[src/sv/btd_pkg.sv]
// ----------------------------------------------------------------------------
// btd_pkg
// Shared types, constants and twiddle tables of the single-bin tone detector.
// ----------------------------------------------------------------------------
`timescale 1ns / 1ps
`default_nettype none

package btd_pkg;

  // Default capture length in samples.
  localparam int NUM_SAMPLES_DEF = 40;

  // Twiddle coefficients are scaled by this factor.
  localparam int TW_SCALE = 100;

  // Width of a twiddle coefficient (signed).
  localparam int TW_W = 8;

  // Output magnitude width.
  localparam int MAG_W = 13;

  // Table periods and the index widths that cover them.
  localparam int PERIOD10 = 10;
  localparam int P10_W    = 4;
  localparam int P8_W     = 3;

  // Tone select codes.
  localparam logic TONE_100HZ = 1'b0;
  localparam logic TONE_125HZ = 1'b1;

  // One accepted input beat.
  typedef struct packed {
    logic start_req;
    logic pin_level;
  } btd_item_t;

  // Twiddle coefficient pair.
  typedef struct packed {
    logic signed [TW_W-1:0] re;
    logic signed [TW_W-1:0] im;
  } btd_tw_t;

  // Period-10 table for the 100 Hz tone.
  function automatic btd_tw_t tw10(input logic [P10_W-1:0] idx);
    btd_tw_t t;
    unique case (idx)
      4'd0:    begin t.re =  8'sd100; t.im =  8'sd0;  end
      4'd1:    begin t.re =  8'sd81;  t.im = -8'sd59; end
      4'd2:    begin t.re =  8'sd31;  t.im = -8'sd95; end
      4'd3:    begin t.re = -8'sd31;  t.im = -8'sd95; end
      4'd4:    begin t.re = -8'sd81;  t.im = -8'sd59; end
      4'd5:    begin t.re = -8'sd100; t.im =  8'sd0;  end
      4'd6:    begin t.re = -8'sd81;  t.im =  8'sd59; end
      4'd7:    begin t.re = -8'sd31;  t.im =  8'sd95; end
      4'd8:    begin t.re =  8'sd31;  t.im =  8'sd95; end
      4'd9:    begin t.re =  8'sd81;  t.im =  8'sd59; end
      default: begin t.re =  8'sd0;   t.im =  8'sd0;  end
    endcase
    return t;
  endfunction

  // Period-8 table for the 125 Hz tone.
  function automatic btd_tw_t tw8(input logic [P8_W-1:0] idx);
    btd_tw_t t;
    unique case (idx)
      3'd0: begin t.re =  8'sd100; t.im =  8'sd0;   end
      3'd1: begin t.re =  8'sd71;  t.im = -8'sd71;  end
      3'd2: begin t.re =  8'sd0;   t.im = -8'sd100; end
      3'd3: begin t.re = -8'sd71;  t.im = -8'sd71;  end
      3'd4: begin t.re = -8'sd100; t.im =  8'sd0;   end
      3'd5: begin t.re = -8'sd71;  t.im =  8'sd71;  end
      3'd6: begin t.re =  8'sd0;   t.im =  8'sd100; end
      3'd7: begin t.re =  8'sd71;  t.im =  8'sd71;  end
    endcase
    return t;
  endfunction

endpackage

`default_nettype wire

[src/sv/binary_tone_detector_dft.sv]
// ----------------------------------------------------------------------------
// binary_tone_detector_dft
// Single-bin DFT tone detector over one-bit pin samples.
// ----------------------------------------------------------------------------
// The block accepts one input beat per clock cycle while in_ready is high. Each
// beat is either a start request, which opens a new capture and clears the sums,
// or one pin sample that, when the pin is high, adds the twiddle of the selected
// tone to the real and imaginary sums. After NUM_SAMPLES samples, the next beat
// closes the capture and yields one magnitude beat, |real| + |imag|, saturated
// to 13 bits. A beat passes an input register and then a single accumulate step
// into the output register. The output register stalls the input side only while a
// result waits and out_ready is low.
// tone_select should be written only while no capture is in progress.
`timescale 1ns / 1ps
`default_nettype none

module binary_tone_detector_dft #(
  parameter int NUM_SAMPLES = btd_pkg::NUM_SAMPLES_DEF
) (
  input  wire logic                     clk,
  input  wire logic                     rst,
  input  wire logic                     cfg_write,
  input  wire logic                     cfg_data,
  input  wire logic                     in_valid,
  output logic                          in_ready,
  input  wire logic                     start_req,
  input  wire logic                     pin_level,
  output logic                          out_valid,
  input  wire logic                     out_ready,
  output logic [btd_pkg::MAG_W-1:0]     magnitude
);

  logic                          tone_select;
  logic                          s1_valid;
  btd_pkg::btd_item_t            s1_item;
  logic                          advance;
  logic                          res_fire;
  logic [btd_pkg::MAG_W-1:0]     res_mag;

  // The input stage moves on whenever the output register is free or emptying.
  assign advance  = !out_valid || out_ready;
  assign in_ready = !s1_valid || advance;

  // Configuration register.
  always_ff @(posedge clk) begin
    if (rst) begin
      tone_select <= btd_pkg::TONE_100HZ;
    end else if (cfg_write) begin
      tone_select <= cfg_data;
    end
  end

  // Input register.
  always_ff @(posedge clk) begin
    if (rst) begin
      s1_valid <= 1'b0;
    end else if (in_ready) begin
      s1_valid <= in_valid;
    end
  end

  always_ff @(posedge clk) begin
    if (in_ready && in_valid) begin
      s1_item.start_req <= start_req;
      s1_item.pin_level <= pin_level;
    end
  end

  // Capture state and accumulators.
  btd_core #(
    .NUM_SAMPLES (NUM_SAMPLES)
  ) u_core (
    .clk      (clk),
    .rst      (rst),
    .step     (s1_valid && advance),
    .item     (s1_item),
    .tone_sel (tone_select),
    .res_fire (res_fire),
    .res_mag  (res_mag)
  );

  // Output register.
  always_ff @(posedge clk) begin
    if (rst) begin
      out_valid <= 1'b0;
    end else if (res_fire) begin
      out_valid <= 1'b1;
    end else if (out_ready) begin
      out_valid <= 1'b0;
    end
  end

  always_ff @(posedge clk) begin
    if (res_fire) begin
      magnitude <= res_mag;
    end
  end

endmodule

`default_nettype wire

[src/sv/btd_twiddle.sv]
// ----------------------------------------------------------------------------
// btd_twiddle
// Selects the twiddle coefficient pair for the current sample index.
// ----------------------------------------------------------------------------
`timescale 1ns / 1ps
`default_nettype none

module btd_twiddle (
  input  wire logic                       tone_sel,
  input  wire logic [btd_pkg::P10_W-1:0]  idx10,
  input  wire logic [btd_pkg::P8_W-1:0]   idx8,
  output btd_pkg::btd_tw_t                tw
);

  // Pick the table of the selected tone.
  always_comb begin
    unique case (tone_sel)
      btd_pkg::TONE_125HZ: tw = btd_pkg::tw8(idx8);
      default:             tw = btd_pkg::tw10(idx10);
    endcase
  end

endmodule

`default_nettype wire

[src/sv/btd_core.sv]
// ----------------------------------------------------------------------------
// btd_core
// Capture state, sample counters and the real and imaginary accumulators.
// ----------------------------------------------------------------------------
`timescale 1ns / 1ps
`default_nettype none

module btd_core #(
  parameter int NUM_SAMPLES = btd_pkg::NUM_SAMPLES_DEF
) (
  input  wire logic                      clk,
  input  wire logic                      rst,
  input  wire logic                      step,
  input  wire btd_pkg::btd_item_t        item,
  input  wire logic                      tone_sel,
  output logic                           res_fire,
  output logic [btd_pkg::MAG_W-1:0]      res_mag
);

  localparam int CNT_W = $clog2(NUM_SAMPLES + 1);
  localparam int SUM_W = $clog2(NUM_SAMPLES * btd_pkg::TW_SCALE + 1) + 1;
  localparam int MW    = (SUM_W + 1 > btd_pkg::MAG_W) ? SUM_W + 1 : btd_pkg::MAG_W;

  logic                        capturing, capturing_next;
  logic [CNT_W-1:0]            sample_count, sample_count_next;
  logic [btd_pkg::P10_W-1:0]   idx10, idx10_next;
  logic signed [SUM_W-1:0]     real_sum, real_sum_next;
  logic signed [SUM_W-1:0]     imag_sum, imag_sum_next;
  btd_pkg::btd_tw_t            tw;
  logic                        done;
  logic [SUM_W-1:0]            abs_re, abs_im;
  logic [MW-1:0]               mag_wide;

  // Twiddle at the current sample index.
  btd_twiddle u_twiddle (
    .tone_sel (tone_sel),
    .idx10    (idx10),
    .idx8     (sample_count[btd_pkg::P8_W-1:0]),
    .tw       (tw)
  );

  // The capture is complete once all samples are in.
  assign done = (sample_count >= CNT_W'(NUM_SAMPLES));

  // Magnitude estimate |real| + |imag|, saturated to the output range.
  always_comb begin
    abs_re   = real_sum[SUM_W-1] ? $unsigned(-real_sum) : $unsigned(real_sum);
    abs_im   = imag_sum[SUM_W-1] ? $unsigned(-imag_sum) : $unsigned(imag_sum);
    mag_wide = MW'(abs_re) + MW'(abs_im);
    if (mag_wide > MW'({btd_pkg::MAG_W{1'b1}})) begin
      res_mag = {btd_pkg::MAG_W{1'b1}};
    end else begin
      res_mag = btd_pkg::MAG_W'(mag_wide);
    end
  end

  // Next-state logic for one processed beat.
  always_comb begin
    capturing_next    = capturing;
    sample_count_next = sample_count;
    idx10_next        = idx10;
    real_sum_next     = real_sum;
    imag_sum_next     = imag_sum;
    res_fire          = 1'b0;
    if (step) begin
      priority if (item.start_req) begin
        capturing_next    = 1'b1;
        sample_count_next = '0;
        idx10_next        = '0;
        real_sum_next     = '0;
        imag_sum_next     = '0;
      end else if (capturing && done) begin
        capturing_next    = 1'b0;
        sample_count_next = '0;
        idx10_next        = '0;
        res_fire          = 1'b1;
      end else if (capturing) begin
        if (item.pin_level) begin
          real_sum_next = real_sum + SUM_W'(tw.re);
          imag_sum_next = imag_sum + SUM_W'(tw.im);
        end
        sample_count_next = sample_count + CNT_W'(1);
        if (idx10 == btd_pkg::P10_W'(btd_pkg::PERIOD10 - 1)) begin
          idx10_next = '0;
        end else begin
          idx10_next = idx10 + btd_pkg::P10_W'(1);
        end
      end
    end
  end

  // State registers.
  always_ff @(posedge clk) begin
    if (rst) begin
      capturing    <= 1'b0;
      sample_count <= '0;
      idx10        <= '0;
      real_sum     <= '0;
      imag_sum     <= '0;
    end else begin
      capturing    <= capturing_next;
      sample_count <= sample_count_next;
      idx10        <= idx10_next;
      real_sum     <= real_sum_next;
      imag_sum     <= imag_sum_next;
    end
  end

endmodule

`default_nettype wire

[config.mk]
export PLATFORM = sky130hd
export DESIGN_NAME = binary_tone_detector_dft
export DESIGN_NICKNAME = d
export VERILOG_FILES = /design/src/sv/btd_pkg.sv /design/src/sv/binary_tone_detector_dft.sv /design/src/sv/btd_twiddle.sv /design/src/sv/btd_core.sv
export SDC_FILE = /design/constraint.sdc
export NUM_CORES = 1
export LEC_CHECK = 0
export ABC_AREA = 1
export BUFFER_PORTS_ARGS = -buffer_cell sky130_fd_sc_hd__buf_2
export CORE_ASPECT_RATIO = 0.5
export CORE_MARGIN = 4
export CORE_UTILIZATION = 40
export CTS_CLUSTER_DIAMETER = 60
export DETAILED_ROUTE_END_ITERATION = 10
export RECOVER_POWER = 100
export SYNTH_ARGS = -nofsm -noshare
export SYNTH_HDL_FRONTEND = slang
export SYNTH_HIERARCHICAL = 1
export SYNTH_SLANG_ARGS = --single-unit
[constraint.sdc]
create_clock -name clk -period 2.6 [get_ports clk]
set_clock_uncertainty 0.15 [all_clocks]
set_input_delay 0.52 -clock clk [delete_from_list [all_inputs] [get_ports clk]]
set_output_delay 0.52 -clock clk [all_outputs]
set_load 0.1 [all_outputs]
==> results.md <==
* Status: complete, but fails checks
* Failing checks: setup timing
* Worst skew pair latency at 0.30 ns
* Overflow after GRT at 0
* CTS tree: built
* Area leader, netlist: nand2_1
* DR pass1 iterations at 7
* Worst VDD drop at 0.2540 mV
* Power Density at ~300 nW/um^2
* Synthesized-area fraction occupied by adder cells at 0.1379
* Post-synthesis simple-gate area fraction at 0.3512
* GRT Total Usage at 0.1882
* Crit start category: flip-flop
* Non-filler cells, final at 1081
* GPL Wtd Cong at around 0.87
* DR vias/cell at 4.953
* Antenna violations before repair at 0
* Sw Pwr at 0.5537 mW
* Synthesized area at between 5000 and 6000 sq um
* Routed length per instance at 13.37 um
* CP peak stage delay at 0.35 ns
* Pre-CTS WS at -0.1119 ns
* CP top delay family: simple AND/OR/NAND/NOR gates
* Setup WS post-layout at -0.1564 ns
* Combinational share of power at 0.170
* Int Pwr at 1.490 mW
* Mean Syn Cell Area at about 6.6 sq um
* Die area at roughly 15000 sq um
* Fmax at between 0.3 and 0.4 GHz
* Final hold viol count at 0
* Worst Setup End Kind: flip-flop
* Post-route core utilization at 0.5317
* Critical path class: flip-flop to flip-flop
* Cell count after synthesis at 806
* Leading cell types in the layout, fill and taps excluded: nand2_1, inv_1, buf_4
* Final Cell Area at ~6800 sq um
* Hold slack at approximately 0.24 ns
* IO Port Bufs at 22
* Antenna fix cells at 0
* Slew Limit Fails at 0
* CTS Sinks at 55
* Sequential share of the synthesized area at 0.2346
* Worst hold path type: input pin to flip-flop
* Leakage power at about 3.4 nW
* Largest family of logic cells by synthesized area: simple AND/OR/NAND/NOR gates
* Synth top area cells: nand2_1, dfxtp_1, ha_1, edfxtp_1, inv_1
* H-tree levels at 2
* Post-synth top area share at 0.1612
* Filler cells at 1275
* Core area at between 10000 and 15000 sq um
* Num ports at 23
* Row count at 29
* Fin nets at just under 1k
* WP buf/inv at 3
* Slowest stage cell, crit path: ha_1
* Met2 Use GR at 0.3100
* Clock power share at 0.391
* Clock Pin Slew Worst Setup and Hold Paths at around 0.08 ns
* Num CTS Buffers at 5
* Vias in the first global route at around 5k
* CP required at approximately 2.5 ns
* Final setup fails at 14
* Register-to-register setup slack at -0.16 ns
* Slew margin rel. at 0.2072
* Post-synth cell types at 40
* Mapped Nets at slightly below 900
* Die X at 171.3 um
* Post-synthesis compound-gate area fraction at 0.1098
* Drt drc at 0
* Final Cycle Share at 1.060
* Flop pwr share at 0.439
* Switching Fraction at 0.2709
* Die height at roughly 90 um
* Remaining antenna violation count at 0
* Setup TNS at -1.875 ns
* Post-synthesis mux area share at 0
* Total of max-cap violations at 0
* Clock Tree Root: clkbuf_16
* WP data arrival at roughly 2.7 ns
* Seq cells post-synth at between 50 and 60
* Cells along the critical path: inv_2 -> ha_4 -> inv_2 -> nor3_2 -> nand2_1 -> nor3_2 -> nor2_1 -> xor2_1 -> ha_1 -> nand2_2 -> nor2_1 -> nand3_1 -> nand3_2 -> a21oi_4 -> clkbuf_16 -> nand3_1
* Synth warn at 6
* RSZ-0062 raised after global routing: yes
* Least-Margin Pin Slew at between 1 and 1.5 ns
* First-pass GRT wire length at around 23 mm
* Placed insts at 1064
* CTS Hold Bufs at 0
* Total power at ~2.0 mW
* DP HPWL at about 11 mm
* Crit Path Max Fanout at 6
* Total Wirelength at between 10 and 15 mm
* Layout cells sized above 1 at 0.2591
* Dpl cell area at between 6000 and 7000 sq um
* GRT met1 Usage at 0.2681
* CTS max path bufs at 2
* Layout area overhead at 28.03%
* GR peak layer: met2
* Commonest non-fill, non-tap cell in the layout: nand2_1
* Pin count of the biggest net entering global routing at 31
* Final worst path period need at approximately 2.8 ns
* Starting Density at 0.4153
* GR Util met3 at 0.02798
* Total number of vias at 5354
* Starting DRT DRC Count at about 330
* XOR/XNOR Fraction of Synth Area at 0.05747
[flip-flops by register name (all words and copies together) (netlist names)]
name and flops:
tone_select 1, s1_valid 1, u_core/sample_count 6, magnitude 13, u_core/capturing 1, u_core/real_sum 13
s1_item 2, u_core/idx10 4, out_valid 1, u_core/imag_sum 13
[Yosys cell counts (all sizes together)]
cell type,n
a22oi,1
ha,54
a31oi,3
or2,12
nor2,68
dfxtp,40
xnor2,13
nor4,5
edfxtp,15
nand4,18
o221ai,1
and3b,1
a21oi,52
clkbuf,2
nand3,77
o21ai,30
o211a,1
nor3,8
a211oi,3
nand2,241
a21boi,1
inv,118
o21bai,2
xor2,22
o211ai,3
fa,3
buf,12
[repair_timing]
item                                    CTS  global route
pin swaps                                 3            14
gates resized for setup                  10            87
setup buffers                             0             8
gates cloned                              0             1
endpoints found under the setup margin   20            33
[logic make-up (layout without fill, tap and decap cells)]
group	count (synthesis)	after routing
xor gates and xnor gates	35	35
buffers and inverters	132	237
adders and majority gates	57	57
AOI/OAI and AO/OA	97	97
DFF	55	55
and+or+nand+nor	430	430
[final cells by class]
class / count / area, sq um / area share
clock buffers: 5 / 125.1 / 0.01832
clock inverters: 3 / 42.54 / 0.006229
inverters: 118 / 451.7 / 0.06614
multi-input cells: 619 / 3925 / 0.5748
flip-flops and latches: 55 / 1266 / 0.1854
well taps: 170 / 212.7 / 0.03115
repair buffers: 111 / 805.8 / 0.1180
[worst paths after layout]
path,cells after the start,from,end
setup / recovery,16,u_core/imag_sum[1],magnitude[6]
hold / removal,1,pin_level,s1_item[0]
setup reg to reg,16,u_core/imag_sum[1],magnitude[6]
hold reg to reg,2,u_core/sample_count[5],u_core/sample_count[5]
[layer usage]
layer | share of wire | vias up
met5 | 0 | -
met4 | 0.0069 | 0
met3 | 0.043 | 9
met2 | 0.43 | 119
met1 | 0.52 | 2397
li1 | - | 2829
[power by group through the flow]
| stage | registers, mW | clock network (mW) | logic, mW |
|---|---|---|---|
| floorplan | 0.916 | 0 | 0.199 |
| global placement | 0.916 | 0 | 0.291 |
| detailed placement | 0.916 | 0 | 0.296 |
| CTS | 0.896 | 0.824 | 0.299 |
| global route | 0.899 | 0.859 | 0.388 |
| finish | 0.897 | 0.798 | 0.348 |
(Power assumes the default switching activity.)
